===== src/sv/crc_framed_packet_parser_assert.svh =====
// Assertion macros shared by the frame parser modules.
// Included by crcfpp_frame and crcfpp_outq; depends on nothing else.
`ifndef CRC_FRAMED_PACKET_PARSER_ASSERT_SVH
`define CRC_FRAMED_PACKET_PARSER_ASSERT_SVH

// Same-cycle implication, disabled while reset is asserted.
`define CRCFPP_ASSERT_IMP(lbl, clk, rstn, ante, cons, msg) \
    lbl: assert property (@(posedge clk) disable iff (!rstn) (ante) |-> (cons)) \
        else $error(msg);

// Next-cycle implication, disabled while reset is asserted.
`define CRCFPP_ASSERT_NEXT(lbl, clk, rstn, ante, cons, msg) \
    lbl: assert property (@(posedge clk) disable iff (!rstn) (ante) |=> (cons)) \
        else $error(msg);

`endif


===== src/sv/crcfpp_pkg.sv =====
// Types, constants and the CRC-16/CCITT-FALSE byte update for the frame parser.
// Used by crcfpp_frame, crcfpp_outq and crc_framed_packet_parser; no dependencies.
`timescale 1ns / 1ps

package crcfpp_pkg;

    // Frame layout, in byte positions (17 bits to match the byte counter).
    localparam logic [16:0] HDR_BYTES = 17'd8;
    localparam logic [16:0] TS_BYTES  = 17'd4;
    localparam logic [16:0] CRC_BYTES = 17'd2;
    localparam logic [16:0] MIN_FRAME = 17'd14;
    localparam logic [16:0] COUNT_MAX = 17'h1FFFF;

    // CRC-16/CCITT-FALSE constants.
    localparam logic [15:0] CRC_INIT = 16'hFFFF;
    localparam logic [15:0] CRC_POLY = 16'h1021;
    localparam logic [15:0] CRC_TOP  = 16'h8000;

    // Configuration register indexes.
    localparam logic CFG_SYNC_WORD   = 1'b0;
    localparam logic CFG_MAX_PAYLOAD = 1'b1;

    // Reset values of the configuration registers.
    localparam logic [15:0] SYNC_WORD_RESET   = 16'hAA55;
    localparam logic [15:0] MAX_PAYLOAD_RESET = 16'd256;

    // Result kinds.
    localparam logic KIND_PAYLOAD = 1'b0;
    localparam logic KIND_VERDICT = 1'b1;

    typedef enum logic [2:0] {
        STATUS_OK       = 3'd0,
        STATUS_SHORT    = 3'd1,
        STATUS_BAD_SYNC = 3'd2,
        STATUS_TOO_LONG = 3'd3,
        STATUS_CRC_ERR  = 3'd4
    } status_t;

    // One result transaction as it travels through the output queue.
    typedef struct packed {
        logic        kind;
        logic [7:0]  payload_byte;
        logic [15:0] byte_index;
        logic [7:0]  version;
        logic [7:0]  command;
        logic [15:0] sequence_res;
        logic [15:0] payload_length;
        logic [31:0] timestamp;
        logic [15:0] received_crc;
        status_t     status;
    } result_t;

    // One byte through the MSB-first CRC, unrolled over its eight bits.
    function automatic logic [15:0] crc_byte(input logic [15:0] crc_in,
                                             input logic [7:0] b);
        logic [15:0] crc;
        crc = crc_in ^ {b, 8'h00};
        for (int k = 0; k < 8; k++) begin
            if ((crc & CRC_TOP) != 16'h0000)
                crc = {crc[14:0], 1'b0} ^ CRC_POLY;
            else
                crc = {crc[14:0], 1'b0};
        end
        return crc;
    endfunction

endpackage


===== src/sv/crcfpp_frame.sv =====
// Frame state and per-byte parse step: header capture, CRC, payload and verdict.
// Depends on crcfpp_pkg and crc_framed_packet_parser_assert.svh.
`timescale 1ns / 1ps
`include "crc_framed_packet_parser_assert.svh"

module crcfpp_frame (
    input  logic                clk,
    input  logic                rst_n,
    input  logic                step,
    input  logic [7:0]          data_byte,
    input  logic                end_of_buffer,
    input  logic [15:0]         sync_word,
    input  logic [15:0]         max_payload,
    output logic                payload_valid,
    output crcfpp_pkg::result_t payload_res,
    output logic                verdict_valid,
    output crcfpp_pkg::result_t verdict_res
);
    import crcfpp_pkg::*;

    logic [16:0] byte_count_reg, byte_count_next;
    logic [15:0] crc_reg, crc_next;
    logic [15:0] sync_reg, sync_next;
    logic [7:0]  version_reg, version_next;
    logic [7:0]  command_reg, command_next;
    logic [15:0] sequence_reg, sequence_next;
    logic [15:0] length_reg, length_next;
    logic [31:0] timestamp_reg, timestamp_next;
    logic [15:0] rx_crc_reg, rx_crc_next;

    logic [16:0] ts_start;
    logic [16:0] crc_start;
    logic [16:0] frame_end;
    logic [16:0] count_inc;
    logic [15:0] crc_upd;
    logic        in_payload;
    status_t     status;

    // Region boundaries follow from the length captured so far.
    assign ts_start  = HDR_BYTES + {1'b0, length_reg};
    assign crc_start = ts_start + TS_BYTES;
    assign frame_end = crc_start + CRC_BYTES;
    assign crc_upd   = crc_byte(crc_reg, data_byte);
    assign count_inc = (byte_count_reg == COUNT_MAX) ? byte_count_reg
                                                     : byte_count_reg + 17'd1;

    // Field capture and CRC update for the byte at the current position.
    always_comb
    begin
        crc_next       = crc_reg;
        sync_next      = sync_reg;
        version_next   = version_reg;
        command_next   = command_reg;
        sequence_next  = sequence_reg;
        length_next    = length_reg;
        timestamp_next = timestamp_reg;
        rx_crc_next    = rx_crc_reg;
        in_payload     = 1'b0;
        if (byte_count_reg < HDR_BYTES)
        begin
            crc_next = crc_upd;
            unique case (byte_count_reg[2:0]) inside
                3'd0, 3'd1: sync_next     = {sync_reg[7:0], data_byte};
                3'd2:       version_next  = data_byte;
                3'd3:       command_next  = data_byte;
                3'd4, 3'd5: sequence_next = {sequence_reg[7:0], data_byte};
                default:    length_next   = {length_reg[7:0], data_byte};
            endcase
        end
        else if (byte_count_reg < ts_start)
        begin
            crc_next   = crc_upd;
            in_payload = 1'b1;
        end
        else if (byte_count_reg < crc_start)
        begin
            crc_next       = crc_upd;
            timestamp_next = {timestamp_reg[23:0], data_byte};
        end
        else if (byte_count_reg < frame_end)
        begin
            rx_crc_next = {rx_crc_reg[7:0], data_byte};
        end
    end

    // Verdict status, checked in priority order on the updated fields.
    always_comb
    begin
        if (count_inc < MIN_FRAME)
            status = STATUS_SHORT;
        else if (sync_next != sync_word)
            status = STATUS_BAD_SYNC;
        else if (length_next > max_payload)
            status = STATUS_TOO_LONG;
        else if (count_inc < frame_end)
            status = STATUS_SHORT;
        else if (rx_crc_next != crc_next)
            status = STATUS_CRC_ERR;
        else
            status = STATUS_OK;
    end

    // Result transactions produced by this step.
    always_comb
    begin
        payload_valid = step && in_payload && (sync_reg == sync_word)
                        && (length_reg <= max_payload);
        payload_res                = '0;
        payload_res.kind           = KIND_PAYLOAD;
        payload_res.payload_byte   = data_byte;
        payload_res.byte_index     = 16'(byte_count_reg - HDR_BYTES);
        payload_res.status         = STATUS_OK;

        verdict_valid = step && end_of_buffer;
        verdict_res                = '0;
        verdict_res.kind           = KIND_VERDICT;
        verdict_res.version        = version_next;
        verdict_res.command        = command_next;
        verdict_res.sequence_res   = sequence_next;
        verdict_res.payload_length = length_next;
        verdict_res.timestamp      = timestamp_next;
        verdict_res.received_crc   = rx_crc_next;
        verdict_res.status         = status;
    end

    // The frame state returns to reset after the buffer's last byte.
    assign byte_count_next = end_of_buffer ? 17'd0 : count_inc;

    always_ff @(posedge clk or negedge rst_n)
    begin
        if (!rst_n)
        begin
            byte_count_reg <= '0;
            crc_reg        <= CRC_INIT;
            sync_reg       <= '0;
            version_reg    <= '0;
            command_reg    <= '0;
            sequence_reg   <= '0;
            length_reg     <= '0;
            timestamp_reg  <= '0;
            rx_crc_reg     <= '0;
        end
        else if (step)
        begin
            byte_count_reg <= byte_count_next;
            if (end_of_buffer)
            begin
                crc_reg       <= CRC_INIT;
                sync_reg      <= '0;
                version_reg   <= '0;
                command_reg   <= '0;
                sequence_reg  <= '0;
                length_reg    <= '0;
                timestamp_reg <= '0;
                rx_crc_reg    <= '0;
            end
            else
            begin
                crc_reg       <= crc_next;
                sync_reg      <= sync_next;
                version_reg   <= version_next;
                command_reg   <= command_next;
                sequence_reg  <= sequence_next;
                length_reg    <= length_next;
                timestamp_reg <= timestamp_next;
                rx_crc_reg    <= rx_crc_next;
            end
        end
    end

    // A verdict leaves the parser ready for a fresh frame.
    `CRCFPP_ASSERT_NEXT(a_verdict_clears, clk, rst_n, verdict_valid, (byte_count_reg == 17'd0) && (crc_reg == CRC_INIT), "frame state not cleared after verdict")
    // Payload bytes come only from past the header.
    `CRCFPP_ASSERT_IMP(a_payload_pos, clk, rst_n, payload_valid, byte_count_reg >= HDR_BYTES, "payload byte emitted inside header")
    // A good verdict needs at least a minimal frame.
    `CRCFPP_ASSERT_IMP(a_ok_len, clk, rst_n, verdict_valid && (status == STATUS_OK), count_inc >= MIN_FRAME, "ok verdict on a short frame")

endmodule


===== src/sv/crcfpp_outq.sv =====
// Result queue: takes up to two result transactions per cycle, hands out one.
// Depends on crcfpp_pkg and crc_framed_packet_parser_assert.svh.
`timescale 1ns / 1ps
`include "crc_framed_packet_parser_assert.svh"

module crcfpp_outq #(
    parameter int DEPTH = 4
) (
    input  logic                clk,
    input  logic                rst_n,
    input  logic                push_a,
    input  crcfpp_pkg::result_t data_a,
    input  logic                push_b,
    input  crcfpp_pkg::result_t data_b,
    output logic                space_ok,
    output logic                head_valid,
    output crcfpp_pkg::result_t head,
    input  logic                pop
);
    import crcfpp_pkg::*;

    localparam int PW = $clog2(DEPTH);
    localparam int CW = $clog2(DEPTH + 1);

    result_t         mem_reg [DEPTH];
    logic [PW-1:0]   wr_ptr_reg, wr_ptr_next;
    logic [PW-1:0]   rd_ptr_reg, rd_ptr_next;
    logic [CW-1:0]   count_reg, count_next;
    logic [PW-1:0]   wr_ptr_b;
    logic [1:0]      push_n;

    function automatic logic [PW-1:0] ptr_inc(input logic [PW-1:0] p);
        return (p == PW'(DEPTH - 1)) ? '0 : p + 1'b1;
    endfunction

    // Write slot for the second transaction, and pointer/count updates.
    assign push_n      = {1'b0, push_a} + {1'b0, push_b};
    assign wr_ptr_b    = push_a ? ptr_inc(wr_ptr_reg) : wr_ptr_reg;
    assign wr_ptr_next = push_b ? ptr_inc(wr_ptr_b)
                                : (push_a ? ptr_inc(wr_ptr_reg) : wr_ptr_reg);
    assign rd_ptr_next = pop ? ptr_inc(rd_ptr_reg) : rd_ptr_reg;
    assign count_next  = count_reg + CW'(push_n) - CW'(pop);

    // Room for the worst case of a payload byte plus a verdict.
    assign space_ok   = (count_reg <= CW'(DEPTH - 2));
    assign head_valid = (count_reg != '0);
    assign head       = mem_reg[rd_ptr_reg];

    // Queue storage.
    always_ff @(posedge clk)
    begin
        if (push_a)
            mem_reg[wr_ptr_reg] <= data_a;
        if (push_b)
            mem_reg[wr_ptr_b] <= data_b;
    end

    // Queue control.
    always_ff @(posedge clk or negedge rst_n)
    begin
        if (!rst_n)
        begin
            wr_ptr_reg <= '0;
            rd_ptr_reg <= '0;
            count_reg  <= '0;
        end
        else
        begin
            wr_ptr_reg <= wr_ptr_next;
            rd_ptr_reg <= rd_ptr_next;
            count_reg  <= count_next;
        end
    end

    // Pushes never overrun the queue.
    `CRCFPP_ASSERT_IMP(a_no_overrun, clk, rst_n, push_a || push_b, ({1'b0, count_reg} + (CW+1)'(push_n)) <= (CW+1)'(DEPTH), "result queue overrun")
    // Fill level tracks pushes and pops.
    `CRCFPP_ASSERT_NEXT(a_count_track, clk, rst_n, 1'b1, count_reg == $past(count_next), "result queue count mismatch")
    // A waiting head is not moved until it is taken.
    `CRCFPP_ASSERT_NEXT(a_head_hold, clk, rst_n, head_valid && !pop, rd_ptr_reg == $past(rd_ptr_reg), "queue head moved without pop")

endmodule


===== src/sv/crc_framed_packet_parser.sv =====
// Top level of the CRC-16 framed packet parser: config registers, input stage, queue.
// Depends on crcfpp_pkg, crcfpp_frame and crcfpp_outq.
`timescale 1ns / 1ps
//
// Channel   Direction  Handshake             Payload
// config    in         cfg_write             cfg_index, cfg_data
// input     in         in_valid / in_ready   data_byte, end_of_buffer
// result    out        out_valid / out_ready kind ... status (ten fields)
//
// One input byte is parsed per cycle while the result queue has room; a result is
// offered once its byte has passed the input register and then the result queue.
// A last byte that is also a payload byte gives two results, the payload byte first.
// in_ready drops only when the result queue holds fewer than two free entries.
// Reset is asynchronous, active low, and needs no clearing pass.

module crc_framed_packet_parser #(
    parameter int QUEUE_DEPTH = 4
) (
    input  logic        clk,
    input  logic        rst_n,
    input  logic        cfg_write,
    input  logic        cfg_index,
    input  logic [15:0] cfg_data,
    input  logic        in_valid,
    output logic        in_ready,
    input  logic [7:0]  data_byte,
    input  logic        end_of_buffer,
    output logic        out_valid,
    input  logic        out_ready,
    output logic        kind,
    output logic [7:0]  payload_byte,
    output logic [15:0] byte_index,
    output logic [7:0]  version,
    output logic [7:0]  command,
    output logic [15:0] sequence_res,
    output logic [15:0] payload_length,
    output logic [31:0] timestamp,
    output logic [15:0] received_crc,
    output logic [2:0]  status
);
    import crcfpp_pkg::*;

    logic [15:0] sync_word_reg;
    logic [15:0] max_payload_reg;
    logic        in_valid_reg, in_valid_next;
    logic [7:0]  data_reg;
    logic        last_reg;
    logic        in_accept;
    logic        proc_fire;
    logic        space_ok;
    logic        payload_valid;
    logic        verdict_valid;
    result_t     payload_res;
    result_t     verdict_res;
    result_t     head;

    // Configuration writes.
    always_ff @(posedge clk or negedge rst_n)
    begin
        if (!rst_n)
        begin
            sync_word_reg   <= SYNC_WORD_RESET;
            max_payload_reg <= MAX_PAYLOAD_RESET;
        end
        else if (cfg_write)
        begin
            unique case (cfg_index)
                CFG_SYNC_WORD:   sync_word_reg   <= cfg_data;
                CFG_MAX_PAYLOAD: max_payload_reg <= cfg_data;
                default:         sync_word_reg   <= sync_word_reg;
            endcase
        end
    end

    // Input register: refilled in the same cycle its byte is parsed.
    assign proc_fire     = in_valid_reg && space_ok;
    assign in_ready      = !in_valid_reg || proc_fire;
    assign in_accept     = in_valid && in_ready;
    assign in_valid_next = in_accept || (in_valid_reg && !proc_fire);

    always_ff @(posedge clk or negedge rst_n)
    begin
        if (!rst_n)
            in_valid_reg <= 1'b0;
        else
            in_valid_reg <= in_valid_next;
    end

    always_ff @(posedge clk)
    begin
        if (in_accept)
        begin
            data_reg <= data_byte;
            last_reg <= end_of_buffer;
        end
    end

    // Parse step.
    crcfpp_frame u_frame (
        .clk           (clk),
        .rst_n         (rst_n),
        .step          (proc_fire),
        .data_byte     (data_reg),
        .end_of_buffer (last_reg),
        .sync_word     (sync_word_reg),
        .max_payload   (max_payload_reg),
        .payload_valid (payload_valid),
        .payload_res   (payload_res),
        .verdict_valid (verdict_valid),
        .verdict_res   (verdict_res)
    );

    // Result queue; a payload byte always goes ahead of the verdict.
    crcfpp_outq #(
        .DEPTH (QUEUE_DEPTH)
    ) u_outq (
        .clk        (clk),
        .rst_n      (rst_n),
        .push_a     (payload_valid),
        .data_a     (payload_res),
        .push_b     (verdict_valid),
        .data_b     (verdict_res),
        .space_ok   (space_ok),
        .head_valid (out_valid),
        .head       (head),
        .pop        (out_valid && out_ready)
    );

    // Result fields.
    assign kind           = head.kind;
    assign payload_byte   = head.payload_byte;
    assign byte_index     = head.byte_index;
    assign version        = head.version;
    assign command        = head.command;
    assign sequence_res   = head.sequence_res;
    assign payload_length = head.payload_length;
    assign timestamp      = head.timestamp;
    assign received_crc   = head.received_crc;
    assign status         = 3'(head.status);

endmodule


===== config.mk =====
export PLATFORM = sky130hd
export DESIGN_NAME = crc_framed_packet_parser
export DESIGN_NICKNAME = d
export VERILOG_FILES = /design/src/sv/crcfpp_pkg.sv /design/src/sv/crcfpp_frame.sv /design/src/sv/crcfpp_outq.sv /design/src/sv/crc_framed_packet_parser.sv
export VERILOG_INCLUDE_DIRS = /design/src /design/src/sv
export SDC_FILE = /design/constraint.sdc
export NUM_CORES = 1
export LEC_CHECK = 0
export ABC_AREA = 1
export BUFFER_PORTS_ARGS = -buffer_cell sky130_fd_sc_hd__buf_2
export CORE_ASPECT_RATIO = 0.7
export CORE_MARGIN = 2
export CORE_UTILIZATION = 42
export CTS_BUF_LIST = sky130_fd_sc_hd__clkbuf_16
export DETAILED_ROUTE_END_ITERATION = 16
export PLACE_DENSITY = 0.58
export SLEW_MARGIN = 25
export SYNTH_ARGS = -nofsm -noshare
export SYNTH_HDL_FRONTEND = slang
export SYNTH_HIERARCHICAL = 1
export SYNTH_SLANG_ARGS = --single-unit

===== constraint.sdc =====
create_clock -name clk -period 11.3 [get_ports clk]
set_input_delay 0.565 -clock clk [delete_from_list [all_inputs] [get_ports clk]]
set_output_delay 0.565 -clock clk [all_outputs]
set_load 0.01 [all_outputs]

==> flow_metrics.tcl <==
set metrics [dict create \
    cts_tree "done" \
    synth_edf_count 505 \
    cts_resized 0 \
    period_minus_slack_ns 6.44 \
    path_clk_slew_ns 0.06 \
    ioPinCount 157 \
    synth_area_mm2 0.0411 \
    nets 5364 \
    synth_async_sr_flop_share 0.268 \
    power_mw 9.65 \
    viasPerCell 4.95 \
    hold_class "primary input to register" \
    rsz0062_at_grt "false" \
    p_leak_nw 22.1 \
    antenna_found_initial 3 \
    antenna_left 0 \
    cts.path.max_buffers 3 \
    fmax_mhz 155 \
    gp_congestion 0.876 \
    fill_cells 9549 \
    final.period_utilization 0.570 \
    rows 95 \
    grt_util_all_layers 0.230 \
    cts_setup_buffers 0 \
    cap_violations 0 \
    wire_per_inst_um 17.5 \
    die_h_um 266 \
    start_util 0.426 \
    coreArea_mm2 0.0965 \
    dp_hpwl_mm 73.5 \
    worst_pin_slew_ns 1.06 \
    clock-sinks 690 \
    status "completed" \
    irDropWorstVdd_mv 0.180 \
    worstSetupStartpointType "register" \
    worstPathMaxFanout 100 \
    final_area_mm2 0.0445 \
    drtIter0Drc 3075 \
    path_class "register to register" \
    setup_slack_ns 4.86 \
    largest_reg_flops 496 \
    power_density_mw_per_mm2 217 \
    critPathRequiredTime_ns 11.67 \
    numCtsBuffers 77 \
    syn_avg_cell_area_um2 7.87 \
    place_area_mm2 0.0421 \
    final_common_cell "nand2_1" \
    ys_seq_area_frac 0.482 \
    wl_mm 115 \
    die_x_um 378 \
    syn_to_final_growth_pct 8.37 \
    hold_viol_final 0 \
    drc_errors 0 \
    layout-drive-gt1-share 0.0778 \
    cts_hold_buf 1 \
    grt-ovfl-total 0 \
    timing.setup.tns_ns 0 \
    setup_viol 0 \
    ys.flop_type "edfxtp_1" \
    die_area_mm2 0.100 \
    synth_cell_types 55 \
    setup.worst_path.end_class "register" \
    arrival_ns 6.81 \
    drv_slew 0 \
    grt_max_degree 125 \
    synthCells 5226 \
    clkLatencyLatePin_ns 0.69 \
    dpl_worst_slack_ns 4.90 \
    cts_root_buffer "clkbuf_16" \
    cts.htree.levels 3 \
    slew_headroom 0.291 \
    vias 32656 \
    synth_warnings 6 \
    synth_seq_cells 690 \
    io_buffer_count 156 \
    dr.pass1.iters 6 \
    antenna-diode-count 0 \
    finClkSkew_ns 0.0294 \
    final_cell_mix "1,536 x nand2_1, 955 x inv_1, 596 x o21ai_0" \
    grt_pass1_wl_mm 178 \
    grt_pass1_vias 29919 \
]
[stage by stage]
step	utilization	hold WS [ns]	instances
2_1_floorplan	-	0.269	5349
3_3_place_gp	0.436	0.458	6450
3_5_place_dp	0.436	0.461	6450
4_1_cts	0.461	0.0453	6594
5_1_grt	0.461	0.0569	6595
6_report	0.461	0.0859	6595
[final timing paths]
path                                                 endpoint  cells after the start                           start  slack [ns]
setup / recovery              u_outq/mem_reg[2][44]$_DFFE_PP_                     19   u_outq/count_reg[1]$_DFF_PN0_        4.86
hold / removal                             last_reg$_DFFE_PP_                      1                   end_of_buffer        0.09
setup reg to reg              u_outq/mem_reg[2][44]$_DFFE_PP_                     19   u_outq/count_reg[1]$_DFF_PN0_        4.86
hold reg to reg                max_payload_reg[8]$_DFFE_PN1P_                      2  max_payload_reg[8]$_DFFE_PN1P_        0.47
max in group asynchronous    u_outq/rd_ptr_reg[1]$_DFFE_PN0P_                      3                           rst_n        9.67
min in group asynchronous  u_frame/rx_crc_reg[10]$_DFFE_PN0P_                      2                           rst_n        0.51
[report_power, final]
part	switching (mW)	internal, mW	leakage [nW]
Clock	1.10	1.35	1.24
Sequential	0.194	3.18	6.99
Combinational	2.75	1.08	13.9
[worst max-delay path: stages, from the launching register on]
cell and delay [ns]:
dfrtp_1 0.38, inv_1 0.12, ha_1 0.15, o21bai_1 0.14, nand2_1 0.10, clkinv_2 0.72, o21ai_0 0.20, nor4_1 0.32
nand3_1 0.12, a211oi_1 0.18, nand2_1 0.07, nor2_1 0.56, inv_1 0.17, nand2_1 0.13, nand2_1 0.10, ha_1 0.22
nand2_4 0.47, buf_4 0.83, buf_4 0.90, o21ai_0 0.19
[synth_stat cells (all sizes together) (3+ instances only)]
| cell | instances | area, um^2 |
|---|---|---|
| nand2 | 1575 | 6020 |
| inv | 953 | 3580 |
| o21ai | 601 | 3010 |
| edfxtp | 505 | 15200 |
| nand3 | 375 | 1940 |
| buf | 285 | 1850 |
| dfrtp | 160 | 4000 |
| nor2 | 156 | 666 |
| clkbuf | 112 | 420 |
| ha | 109 | 1360 |
| a21oi | 104 | 521 |
| o22ai | 98 | 613 |
| xor2 | 47 | 412 |
| dfstp | 25 | 657 |
| nand4 | 24 | 150 |
| xnor2 | 21 | 184 |
| nor3 | 16 | 80.1 |
| a211oi | 11 | 82.6 |
| nand3b | 9 | 67.6 |
| nor4 | 7 | 50.1 |
| a221oi | 3 | 26.3 |
| o21a | 3 | 22.5 |
| o221ai | 3 | 26.3 |
| or2 | 3 | 18.8 |
[cell type report]
type	instances	area, um^2	share of cell area
Clock buffer	79	1980	0.0444
Clock inverter	64	439	0.00986
Inverter	955	3610	0.0811
Multi-Input combinational cell	3307	16000	0.358
Sequential cell	690	19800	0.445
Tap cell	1309	1640	0.0368
Timing Repair Buffer	191	1090	0.0244
[cell families (layout without fill, tap and decap cells)]
logic type	after synthesis	after routing	synth area share
AND/OR/NAND/NOR	2167	2167	0.219
buffers and inverters	1352	1289	0.143
AO/OA/AOI/OAI	836	836	0.107
flip-flops	690	690	0.482
adder cells (fa/ha/maj)	111	111	0.0342
XOR/XNOR	68	68	0.0145
other	2	125	0.000183
[routing by layer]
layer | global-route usage | part of all wire | wire length (um) | up-vias
li1 | - | - | - | 16425
met1 | 0.350 | 0.49 | 56300 | 15132
met2 | 0.328 | 0.41 | 47100 | 959
met3 | 0.0535 | 0.083 | 9610 | 136
met4 | 0.0518 | 0.018 | 2090 | 4
met5 | 0 | 0.00023 | 26 | -
Power figures use the tool's default switching activity.
